### config.mk
export PLATFORM = sky130hd
export DESIGN_NAME = monitor_frame_deframer
export DESIGN_NICKNAME = d
export VERILOG_FILES = /design/src/sv/mfd_pkg.sv /design/src/sv/monitor_frame_deframer.sv
export SDC_FILE = /design/constraint.sdc
export NUM_CORES = 1
export LEC_CHECK = 0
export BUFFER_PORTS_ARGS = -buffer_cell sky130_fd_sc_hd__buf_2
export CORE_MARGIN = 4
export CORE_UTILIZATION = 31
export CTS_CLUSTER_SIZE = 30
export DETAILED_ROUTE_END_ITERATION = 12
export MAX_ROUTING_LAYER = met4
export PLACE_DENSITY_LB_ADDON = 0.25
export SLEW_MARGIN = 5
export SYNTH_ARGS = -nofsm -noshare
export SYNTH_HDL_FRONTEND = slang
export SYNTH_SLANG_ARGS = --single-unit
### constraint.sdc
create_clock -name aclk -period 9.4 [get_ports aclk]
set_input_delay 2.35 -clock aclk [delete_from_list [all_inputs] [get_ports aclk]]
set_output_delay 2.35 -clock aclk [all_outputs]
set_load 0.05 [all_outputs]
### src/sv/mfd_pkg.sv
// types, constants and crc function shared by the frame deframer
package mfd_pkg;

    localparam int unsigned ID_BYTES = 17;
    localparam logic [15:0] HDR_BYTES = 16'(ID_BYTES + 5);
    localparam logic [15:0] IDX_LEN_HI = 16'd1;
    localparam logic [15:0] IDX_TYPE = 16'(ID_BYTES + 2);
    localparam logic [15:0] IDX_PACKET = 16'(ID_BYTES + 3);
    localparam logic [15:0] IDX_SEQ = 16'(ID_BYTES + 4);

    localparam logic [7:0] SYNC_FIRST = 8'hA5;
    localparam logic [7:0] SYNC_SECOND = 8'h5A;
    localparam logic [7:0] TRAILER_BYTE = 8'h96;
    localparam logic [15:0] CRC_INIT = 16'hFFFF;
    localparam logic [15:0] CRC_POLY = 16'hA001;

    localparam int unsigned OUT_DATA_W = 48;

    typedef enum logic [2:0] {
        PH_HUNT1,
        PH_HUNT2,
        PH_HEADER,
        PH_PAYLOAD,
        PH_CRCLO,
        PH_CRCHI,
        PH_TRAIL
    } phase_t;

    typedef enum logic [2:0] {
        KIND_PAYLOAD,
        KIND_GOOD,
        KIND_BAD_TRAILER,
        KIND_BAD_CRC,
        KIND_TRUNCATED
    } kind_t;

    function automatic logic [15:0] crc16_byte(input logic [15:0] crc_in, input logic [7:0] b);
        logic [15:0] c;
        c = crc_in ^ {8'h00, b};
        for (int k = 0; k < 8; k++) begin
            if (c[0]) begin
                c = (c >> 1) ^ CRC_POLY;
            end else begin
                c = c >> 1;
            end
        end
        return c;
    endfunction

endpackage

### src/sv/monitor_frame_deframer.sv
// deframer for sync, length and crc16 framed byte streams
// output: a result is registered and appears on the master side in the cycle after its word is accepted
// one word per cycle unless the master stalls; output register frees in the cycle taken
// the byte-wide crc update and the header capture sit between the state and output registers
// reset: synchronous active-low aresetn returns to hunting for the first sync byte
// and drops the output valid; no clearing pass
module monitor_frame_deframer
    import mfd_pkg::*;
(
    input  logic                  aclk,
    input  logic                  aresetn,
    input  logic                  s_axis_tvalid,
    output logic                  s_axis_tready,
    input  logic [7:0]            s_axis_tdata,   // rx_byte
    input  logic                  s_axis_tlast,   // buffer_end
    output logic                  m_axis_tvalid,
    input  logic                  m_axis_tready,
    output logic [OUT_DATA_W-1:0] m_axis_tdata,   // data_byte, frame_kind, packet_kind,
                                                  // sequence_number, payload_length
    output logic [2:0]            m_axis_tuser,   // kind
    output logic                  m_axis_tlast    // end_of_frame
);

    phase_t      phase_reg, phase_next;
    logic [15:0] count_reg, count_next;
    logic [15:0] len_reg, len_next;
    logic [15:0] crc_reg, crc_next;
    logic [7:0]  crc_lo_reg, crc_lo_next;
    logic [7:0]  type_reg, type_next;
    logic [7:0]  packet_reg, packet_next;
    logic [7:0]  seq_reg, seq_next;
    logic        crc_ok_reg, crc_ok_next;

    logic                  out_valid_reg, out_valid_next;
    kind_t                 out_kind_reg, out_kind_next;
    logic [OUT_DATA_W-1:0] out_data_reg, out_data_next;
    logic                  out_last_reg, out_last_next;

    logic        out_free;
    logic        s_acc;
    logic        emit;
    kind_t       emit_kind;
    logic [7:0]  emit_byte;
    logic [15:0] crc_upd;
    logic [15:0] count_inc;
    logic [7:0]  b;

    assign out_free = !out_valid_reg || m_axis_tready;
    assign s_axis_tready = out_free;
    assign s_acc = s_axis_tvalid && out_free;
    assign b = s_axis_tdata;
    assign crc_upd = crc16_byte(crc_reg, b);
    assign count_inc = count_reg + 16'd1;

    always_comb begin
        phase_next  = phase_reg;
        count_next  = count_reg;
        len_next    = len_reg;
        crc_next    = crc_reg;
        crc_lo_next = crc_lo_reg;
        type_next   = type_reg;
        packet_next = packet_reg;
        seq_next    = seq_reg;
        crc_ok_next = crc_ok_reg;
        emit        = 1'b0;
        emit_kind   = KIND_PAYLOAD;
        emit_byte   = 8'h00;
        if (s_acc) begin
            unique case (phase_reg)
                PH_HEADER, PH_PAYLOAD, PH_CRCLO, PH_CRCHI, PH_TRAIL: begin
                    if (s_axis_tlast && phase_reg != PH_TRAIL) begin
                        phase_next = PH_HUNT1;
                        emit       = 1'b1;
                        emit_kind  = KIND_TRUNCATED;
                    end else begin
                        unique case (phase_reg)
                            PH_HEADER: begin
                                crc_next = crc_upd;
                                if (count_reg == 16'd0) begin
                                    len_next = {8'h00, b};
                                end else if (count_reg == IDX_LEN_HI) begin
                                    len_next = {b, len_reg[7:0]};
                                end else if (count_reg == IDX_TYPE) begin
                                    type_next = b;
                                end else if (count_reg == IDX_PACKET) begin
                                    packet_next = b;
                                end else if (count_reg == IDX_SEQ) begin
                                    seq_next = b;
                                end
                                count_next = count_inc;
                                if (count_inc >= HDR_BYTES) begin
                                    count_next = 16'd0;
                                    phase_next = (len_next == 16'd0) ? PH_CRCLO : PH_PAYLOAD;
                                end
                            end
                            PH_PAYLOAD: begin
                                crc_next   = crc_upd;
                                count_next = count_inc;
                                if (count_inc >= len_reg) begin
                                    phase_next = PH_CRCLO;
                                end
                                emit      = 1'b1;
                                emit_kind = KIND_PAYLOAD;
                                emit_byte = b;
                            end
                            PH_CRCLO: begin
                                crc_lo_next = b;
                                phase_next  = PH_CRCHI;
                            end
                            PH_CRCHI: begin
                                crc_ok_next = ({b, crc_lo_reg} == crc_reg);
                                phase_next  = PH_TRAIL;
                            end
                            default: begin
                                emit       = 1'b1;
                                phase_next = PH_HUNT1;
                                if (b != TRAILER_BYTE) begin
                                    emit_kind = KIND_BAD_TRAILER;
                                end else if (!crc_ok_reg) begin
                                    emit_kind = KIND_BAD_CRC;
                                end else begin
                                    emit_kind = KIND_GOOD;
                                end
                            end
                        endcase
                    end
                end
                default: begin
                    if (s_axis_tlast) begin
                        phase_next = PH_HUNT1;
                    end else if (phase_reg == PH_HUNT2 && b == SYNC_SECOND) begin
                        phase_next  = PH_HEADER;
                        count_next  = 16'd0;
                        len_next    = 16'd0;
                        crc_next    = CRC_INIT;
                        crc_lo_next = 8'h00;
                        type_next   = 8'h00;
                        packet_next = 8'h00;
                        seq_next    = 8'h00;
                        crc_ok_next = 1'b0;
                    end else if (b == SYNC_FIRST) begin
                        phase_next = PH_HUNT2;
                    end else begin
                        phase_next = PH_HUNT1;
                    end
                end
            endcase
        end
    end

    always_comb begin
        out_valid_next = out_valid_reg;
        out_kind_next  = out_kind_reg;
        out_data_next  = out_data_reg;
        out_last_next  = out_last_reg;
        if (out_free) begin
            out_valid_next = s_acc && emit;
            out_kind_next  = emit_kind;
            out_data_next  = {len_reg, seq_reg, packet_reg, type_reg, emit_byte};
            out_last_next  = (emit_kind != KIND_PAYLOAD);
        end
    end

    always_ff @(posedge aclk) begin
        if (!aresetn) begin
            phase_reg     <= PH_HUNT1;
            count_reg     <= 16'd0;
            len_reg       <= 16'd0;
            crc_reg       <= CRC_INIT;
            crc_lo_reg    <= 8'h00;
            type_reg      <= 8'h00;
            packet_reg    <= 8'h00;
            seq_reg       <= 8'h00;
            crc_ok_reg    <= 1'b0;
            out_valid_reg <= 1'b0;
        end else begin
            phase_reg     <= phase_next;
            count_reg     <= count_next;
            len_reg       <= len_next;
            crc_reg       <= crc_next;
            crc_lo_reg    <= crc_lo_next;
            type_reg      <= type_next;
            packet_reg    <= packet_next;
            seq_reg       <= seq_next;
            crc_ok_reg    <= crc_ok_next;
            out_valid_reg <= out_valid_next;
        end
    end

    always_ff @(posedge aclk) begin
        out_kind_reg <= out_kind_next;
        out_data_reg <= out_data_next;
        out_last_reg <= out_last_next;
    end

    assign m_axis_tvalid = out_valid_reg;
    assign m_axis_tdata  = out_data_reg;
    assign m_axis_tuser  = out_kind_reg;
    assign m_axis_tlast  = out_last_reg;

    // a payload word never closes a frame, a verdict always does
    assert property (@(posedge aclk) disable iff (!aresetn)
        m_axis_tvalid |-> (m_axis_tlast == (m_axis_tuser != KIND_PAYLOAD)))
        else $error("end_of_frame does not match kind");

    // data byte is zero on verdict words
    assert property (@(posedge aclk) disable iff (!aresetn)
        (m_axis_tvalid && m_axis_tuser != KIND_PAYLOAD) |-> (m_axis_tdata[7:0] == 8'h00))
        else $error("nonzero data byte on verdict");

    // any verdict sends the block back to hunting
    assert property (@(posedge aclk) disable iff (!aresetn)
        (s_acc && emit && emit_kind != KIND_PAYLOAD) |=> (phase_reg == PH_HUNT1))
        else $error("no return to hunt after verdict");

    // words accepted while hunting never produce a result
    assert property (@(posedge aclk) disable iff (!aresetn)
        (s_acc && (phase_reg == PH_HUNT1 || phase_reg == PH_HUNT2)) |=> !m_axis_tvalid)
        else $error("result produced while hunting");

endmodule
# [Word-level counts from Yosys, hierarchy flattened]
# Cells that the tools add are included.
# W data, S select, Z words.
[op_classes] addsub=1 multipliers=0 n_div=0 magnitude_cmp=2 n_eq_ne=31 n_shift=0 muxes=78 bitwise=12 reduce_logical=24
[ops] operator="$mux W16" count=27
[ops] operator="$mux W8" count=26
[ops] operator="$eq A16 B5 Y1 const B" count=3
[ops] operator="$logic_not A16 Y1" count=2
[ops] operator="$pmux W16 S2" count=1
[ops] operator="$reduce_and A5 Y1" count=5
[ops] operator="$mux W3" count=8
[ops] operator="$ne A2 B2 Y1 const B" count=12
[ops] operator="$not A2 Y3" count=8
[ops] operator="$add A16 B1 Y16 const B" count=1
[ops] operator="$eq A16 B1 Y1 const B" count=1
[ops] operator="$eq A16 B16 Y1" count=1
[ops] operator="$ge A16 B16 Y1" count=1
[ops] operator="$ge A16 B5 Y1 const B" count=1
[ops] operator="$xor A16 B8 Y16" count=1
[ops] operator="$pmux W3 S4" count=1
[ops] operator="$mux W1" count=10
[ops] operator="$mux W2" count=5
[ops] operator="$reduce_and A10 Y1" count=1
[ops] operator="$eq A3 B3 Y1 const B" count=3
[ops] operator="$reduce_and A9 Y1" count=1
[ops] operator="$eq A8 B7 Y1 const B" count=1
[ops] operator="$eq A8 B8 Y1 const B" count=1
[ops] operator="$ne A4 B4 Y1 const B" count=2
[ops] operator="other kinds (17)" count=25
[totals] ff_bits=137 latchBits=0 ramBits=0 rom_bits=0 input_bits=13 wordCells=162 memories=0

# [Depth between registers and ports, before layout]
# Gate-level depths: netlist of the first run.
[depth] word_depth=20 mapped_depth=13 mapped_depth_nobuf=11

# [Worst setup path after synthesis of the first run]
# OpenSTA, ideal clock, no wires.
[synth_path] kind="input to output" start="in m_axis_tready" end="out s_axis_tready" arrival_ns=4.031 t_required_ns=7.050 slack_ns=3.019 cell_stages=1 path_cell_list="nand2b_1"
[synth_via] elab_chain_cells=1
[synth_rtl] item="from (decl)" line="monitor_frame_deframer.sv:17" source="input logic m_axis_tready,"
[synth_rtl] item="$logic_or A1 B1 Y1" line="monitor_frame_deframer.sv:48" source="assign out_free = !out_valid_reg || m_axis_tready;"
[synth_rtl] item="to (decl)" line="monitor_frame_deframer.sv:13" source="output logic s_axis_tready,"
# Every way passes these cells.

# [Worst setup path in the final report of the first run]
# Ends and elaborated chain as after synthesis.

==> impl_metrics.yaml, run 1 <==
outcome:
  status: "complete, no violations"
synth:
  synth_top_area_share_pct: 25.8
  synth_common_cells: "nor2_1 (89), dfxtp_1 (85), edfxtp_1 (52), mux2i_1 (33), xnor2_1 (31)"
  synthArstFlopShare_pct: 0
  synth_most_common_cell: "nor2_1"
  synth_area_leader_cell: "dfxtp_1"
  synth_edf_count: 52
  ys_types: 67
  synthCells: 661
  yosys-top-cells-area: "dfxtp_1 (26%), edfxtp_1 (24%), nor2_1 (5.1%)"
  synthFlopType: "dfxtp_1"
  synth.avg_cell_area_um2: 9.98
  yosys_warnings: 0
  syn_area_um2: 6600
  ys_ff_latch: 137
  synth.yosys.seq_area_share_pct: 49.5
  syn-num-nets: 694
global_routing:
  use_met1_pct: 20.7
  grtUsageMet2_pct: 20.2
  grt_use_met3_pct: 2.39
  antenna_found_initial: 1
  grt_pass1_vias: 4597
  grt_start_max_net_pins: 56
  grt.busiest_layer: "met1"
  grt_pass1_wl_um: 26200
  grtUsageTotal_pct: 14.2
  overflow: 0
finish:
  finish.utilization_pct: 37.1
  final_cells: 998
  largest_reg_flops: 48
  nNetsFinal: 742
  final_layout_size_suffix_gt1_share_pct: 16.3
  syn_to_final_growth_pct: 17.7
pwr:
  leakagePower_nw: 3.23
  powerDensity_nw_per_um2: 177
  vdd_drop_max_mv: 0.112
drt:
  dr.pass1.iters: 5
  post_drt_wl_per_cell_um: 16.3
  drc_errors: 0
  viasPerCell: 4.93
  ant_nets: 0
  wirelength_um: 16300
  vias: 4917
  drtIter0Drc: 315
cts:
  insertion_delay_ns: 0.42
  htreeDepth: 4
  holdBufCountCts: 0
  clockBufferDepth: 2
  cts_tree: "built"
  path_clk_slew_ns: 0.07
  postCtsSetupRepairBufs: 0
  cts-resized-gates: 0
  cts.sinks: 137
  clockRootBuffer: "clkbuf_16"
  cts_buffers: 17
worst_setup_path:
  cpPeakStageDelay_ns: 0.21
  crit_family: "buffers and inverters"
  crit_chain: "buf_2, nand2b_2, buf_2"
  crit_top_cell: "buf_2"
  end_kind: "primary output"
  cp_num_buf_inv: 2
  path_class: "input pin to primary output"
  crit_arrival_ns: 2.82
  slowest_stage: "buf_2"
  crit_path_max_fanout: 2
  worstPathRequired_ns: 7.05
  startpoint_type: "input pin"
timing:
  post-route-min-period_ns: 5.17
  finalHoldViolations: 0
  drv_slew: 0
  fin_ws_ns: 4.23
  tightest_slew_ns: 1.14
  rsz0062_at_grt: "false"
  skew_ns: 0.00988
  finalSetupViolations: 0
  slew_headroom_pct: 24.0
  min_period_over_period_pct: 55.0
  tns_ns: 0
  fin_hold_ws_ns: 0.428
  max_freq_ghz: 0.194
job:
  maxCapViolCount: 0
place:
  dp_hpwl_um: 11400
  pre_cts_ws_ns: 4.13
  dp.cells: 965
  io_buffers: 66
  routabilityCongestion: 0.848
floorplan:
  initial_core_util_pct: 31.5
  coreArea_um2: 21000
  num_rows: 53
  io_pins: 67
  fp.dieW_um: 154
  die_area_um2: 23700
  die_h_um: 154
hold_path:
  min_path_type: "register to register"
[where the power goes]
| part | internal (mW) | total (mW) | leakage [nW] | switching (mW) |
|---|---|---|---|---|
| Sequential | 0.611 | 0.612 | 1.33 | 0.00110 |
| Clock | 0.434 | 0.726 | 0.317 | 0.292 |
| Combinational | 0.0138 | 0.0387 | 1.59 | 0.0250 |
| Total | 1.06 | 1.38 | 3.23 | 0.318 |
[per-stage QoR]
stage	total power [mW]	instance area, um^2
2_1_floorplan	0.654	6600
3_3_place_gp	0.665	7110
3_5_place_dp	0.664	7110
4_1_cts	1.39	7760
5_1_grt	1.42	7760
6_report	1.38	7760
[final cells by class]
cell class,instances,area [um^2]
Fill cell,2119,13200
Antenna cell,1,2.50
Inverter,31,116
Multi-Input combinational cell,452,3030
Timing Repair Buffer,70,360
Tap cell,275,344
Sequential cell,137,3260
Clock inverter,15,225
Clock buffer,17,425
[placed cells by master (no fill, tap or decap), drive strengths merged, types with 3 or more instances in the layout]
cell type   n
nor2       90
dfxtp      85
buf        70
edfxtp     52
inv        38
mux2i      33
xnor2      31
o21ai      29
nand2      24
nor3       23
and2       21
nand3      20
xor2       20
ha         20
a21oi      19
clkbuf     17
a22oi      16
nor4       14
nand4      13
a22o        9
nor2b       7
and3        6
nand2b      5
clkinv      5
a211oi      4
a31oi       4
or2         3
bufinv      3
or3         3
[kinds of logic (layout without fill, tap and decap cells)]
group,count (synthesis),count (layout),share of synthesized area (%)
mux,35,35,5.46
compound gates,107,107,11.2
buf+inv,72,133,4.68
xor+xnor,52,52,7.13
simple gates,238,238,18.3
other cells,0,1,0
fa+ha+maj,20,20,3.79
flops,137,137,49.5
[worst reg2reg max path, cell delays in order (launching register included)]
cell	delay, ns
dfxtp_1	0.49
ha_1	0.44
nand2_1	0.18
o31a_1	0.30
or2_2	0.33
ha_1	0.30
a21oi_1	0.08
o22ai_1	0.12
a2111oi_0	0.08
o311ai_0	0.94
nand3_1	0.28
o41ai_1	0.36
[metal layers]
metal,vias to the layer above,wire (um)
li1,2461,-
met3,11,803
met5,-,0
met2,126,7140
met1,2319,8180
met4,0,174
[path summary, 6_finish.rpt]
| check | startpoint | cells after the start | endpoint | slack (ns) |
|---|---|---|---|---|
| worst max-delay path | m_axis_tready | 3 | s_axis_tready | 4.23 |
| worst min-delay path | packet_reg[3]$_SDFFE_PN0P_ | 0 | m_axis_tdata[19]$_DFFE_PN_ | 0.43 |
| worst max register to register | count_reg[0]$_SDFFE_PN0P_ | 11 | phase_reg[2]$_SDFFE_PN0P_ | 5.43 |
| worst min register to register | packet_reg[3]$_SDFFE_PN0P_ | 0 | m_axis_tdata[19]$_DFFE_PN_ | 0.43 |
(Power assumes the default switching activity.)
==> inputs of run 2 (changes only) <==
- clock period: 9.4 -> 4.2 ns (I/O delays scaled with it)
==> run 2 against run 1 <==
Effect of this change:
- non-clock buffer count rose by 12
- sequential power increased by 120%
- worst hold slack better by 0.0023 ns
- largest power group unchanged
- combinational power grew 140%
- register-to-register slack worse by 4.8 ns
- first-iteration DRC count decreased by 22%
- die area did not move
- sequential share of layout area shrank 0.18 points
- cell count rose by 1.1%
==> impl_metrics.yaml, run 2 (synthesis gave the netlist of run 1 again) <==
drt:
  drc_errors: 0
  viasPerCell: 4.97
  ant_nets: 0
  drtIter0Drc: 245
  wirelength_um: 16700
  vias: 5010
  post_drt_wl_per_cell_um: 16.5
  dr.pass1.iters: 5
place:
  io_buffers: 66
  place_area_um2: 7200
  dp_hpwl_um: 11800
  routabilityCongestion: 0.853
  dp.cells: 977
  pre_cts_ws_ns: 0.713
timing:
  finalHoldViolations: 0
  max_freq_ghz: 0.283
  fin_hold_ws_ns: 0.430
  drv_slew: 0
  rsz0062_at_grt: "false"
  tightest_slew_ns: 1.11
  fin_ws_ns: 0.664
  slew_headroom_pct: 25.4
  tns_ns: 0
  min_period_over_period_pct: 84.2
  skew_ns: 0.00922
  post-route-min-period_ns: 3.54
  finalSetupViolations: 0
finish:
  seq_area_um2: 3260
  final_layout_size_suffix_gt1_share_pct: 17.7
  final_cells: 1009
  diodes: 0
  mostFrequentLayoutCell: "nor2_1"
  finish.utilization_pct: 37.2
  nNetsFinal: 754
  n_fill_cell: 2138
  mostFrequentLayoutCells: "nor2_1 (89), dfxtp_1 (85), buf_2 (66)"
  syn_to_final_growth_pct: 18.2
  largest_reg_flops: 48
  multi_input_area_um2: 3030
  fin_area_um2: 7800
global_routing:
  grt_pass1_wl_um: 27000
  overflow: 0
  grtUsageTotal_pct: 14.7
  grt_pass1_vias: 4791
  grt_start_max_net_pins: 55
  antenna_found_initial: 0
hold_path:
  min_path_cells: 0
  hold_start: "type_reg[7]$_SDFFE_PN0P_"
  holdPathEnd: "m_axis_tdata[15]$_DFFE_PN_"
  min_path_type: "register to register"
cts:
  cts-resized-gates: 0
  cts_buffers: 17
  cts.sinks: 137
  cts_tree: "built"
  clockBufferDepth: 2
  postCtsSetupRepairBufs: 0
  holdBufCountCts: 0
  path_clk_slew_ns: 0.06
  insertion_delay_ns: 0.43
  clockRootBuffer: "clkbuf_16"
  htreeDepth: 4
worst_setup_path:
  cpPeakStageDelay_ns: 0.48
  crit_family: "compound AO/OA/AOI/OAI gates"
  startpoint_type: "register"
  crit_path_max_fanout: 10
  cp_num_buf_inv: 1
  r2r-end: "phase_reg[2]$_SDFFE_PN0P_"
  end_kind: "register"
  path_class: "register to register"
  rr_worst_depth: 11
  reg2reg_slack_ns: 0.66
  slowest_stage: "dfxtp_1"
  rr_startpoint: "count_reg[0]$_SDFFE_PN0P_"
  crit_arrival_ns: 3.85
  crit_chain: "ha_1, and3_1, xnor2_1, ha_1, a2111oi_0, o21ai_0, a2111oi_0, o311ai_0, buf_4, a311o_1, o41ai_1"
  worstPathRequired_ns: 4.52
floorplan:
  die_area_um2: 23700
  num_rows: 53
  fp.dieW_um: 154
  die_h_um: 154
  coreArea_um2: 21000
  io_pins: 67
  initial_core_util_pct: 31.5
job:
  maxCapViolCount: 0
outcome:
  status: "complete, no violations"
pwr:
  powerDensity_nw_per_um2: 380
  leakagePower_nw: 3.27
  vdd_drop_max_mv: 0.267
  finalPower_mw: 2.97
-- run 2: cell types whose count changed in the layout (fill, tap and decap cells not counted) --
cell and change:
clkinvlp_4 +1, buf_4 +12, bufinv_16 -2, clkinv_8 -2
inv_6 +1, diode_2 -1, inv_8 +2
-- run 2: worst max-delay path by stage --
stage,from,to,depth (start not counted)
CTS,count_reg[0]$_SDFFE_PN0P_,phase_reg[2]$_SDFFE_PN0P_,11
floorplan,m_axis_tready,seq_reg[4]$_SDFFE_PN0P_,8
global route,count_reg[0]$_SDFFE_PN0P_,phase_reg[2]$_SDFFE_PN0P_,11
global placement,s_axis_tdata[4],count_reg[0]$_SDFFE_PN0P_,9
detailed placement,count_reg[0]$_SDFFE_PN0P_,phase_reg[2]$_SDFFE_PN0P_,11
finish,count_reg[0]$_SDFFE_PN0P_,phase_reg[2]$_SDFFE_PN0P_,11
-- run 2: layout make-up --
| class | instances | share of cell area, % |
|---|---|---|
| tap | 275 | 4.41 |
| inverter | 31 | 1.49 |
| timing repair buffer | 82 | 5.78 |
| clock buffer | 17 | 5.45 |
| multi-input combinational | 452 | 38.8 |
| clock inverter | 15 | 2.20 |
| sequential | 137 | 41.8 |
-- run 2: layer usage --
layer	vias to the layer above	wire, um	global-route usage, %
li1	2479	-	-
met1	2407	8150	20.2
met2	105	7620	22.2
met3	19	678	2.39
met4	0	225	4.96
met5	-	0	-
-- run 2: power breakdown --
part	switching, mW	internal (mW)	leakage, nW
combinational	0.0577	0.0346	1.65
sequential	0.00268	1.37	1.33
clock	0.654	0.850	0.292
-- run 2: worst reg2reg max path: stages, from the launching register on --
cell       delay (ns)
dfxtp_1          0.48
ha_1             0.41
and3_1           0.37
xnor2_1          0.18
ha_1             0.22
a2111oi_0        0.32
o21ai_0          0.17
a2111oi_0        0.48
o311ai_0         0.24
buf_4            0.20
a311o_1          0.30
o41ai_1          0.06
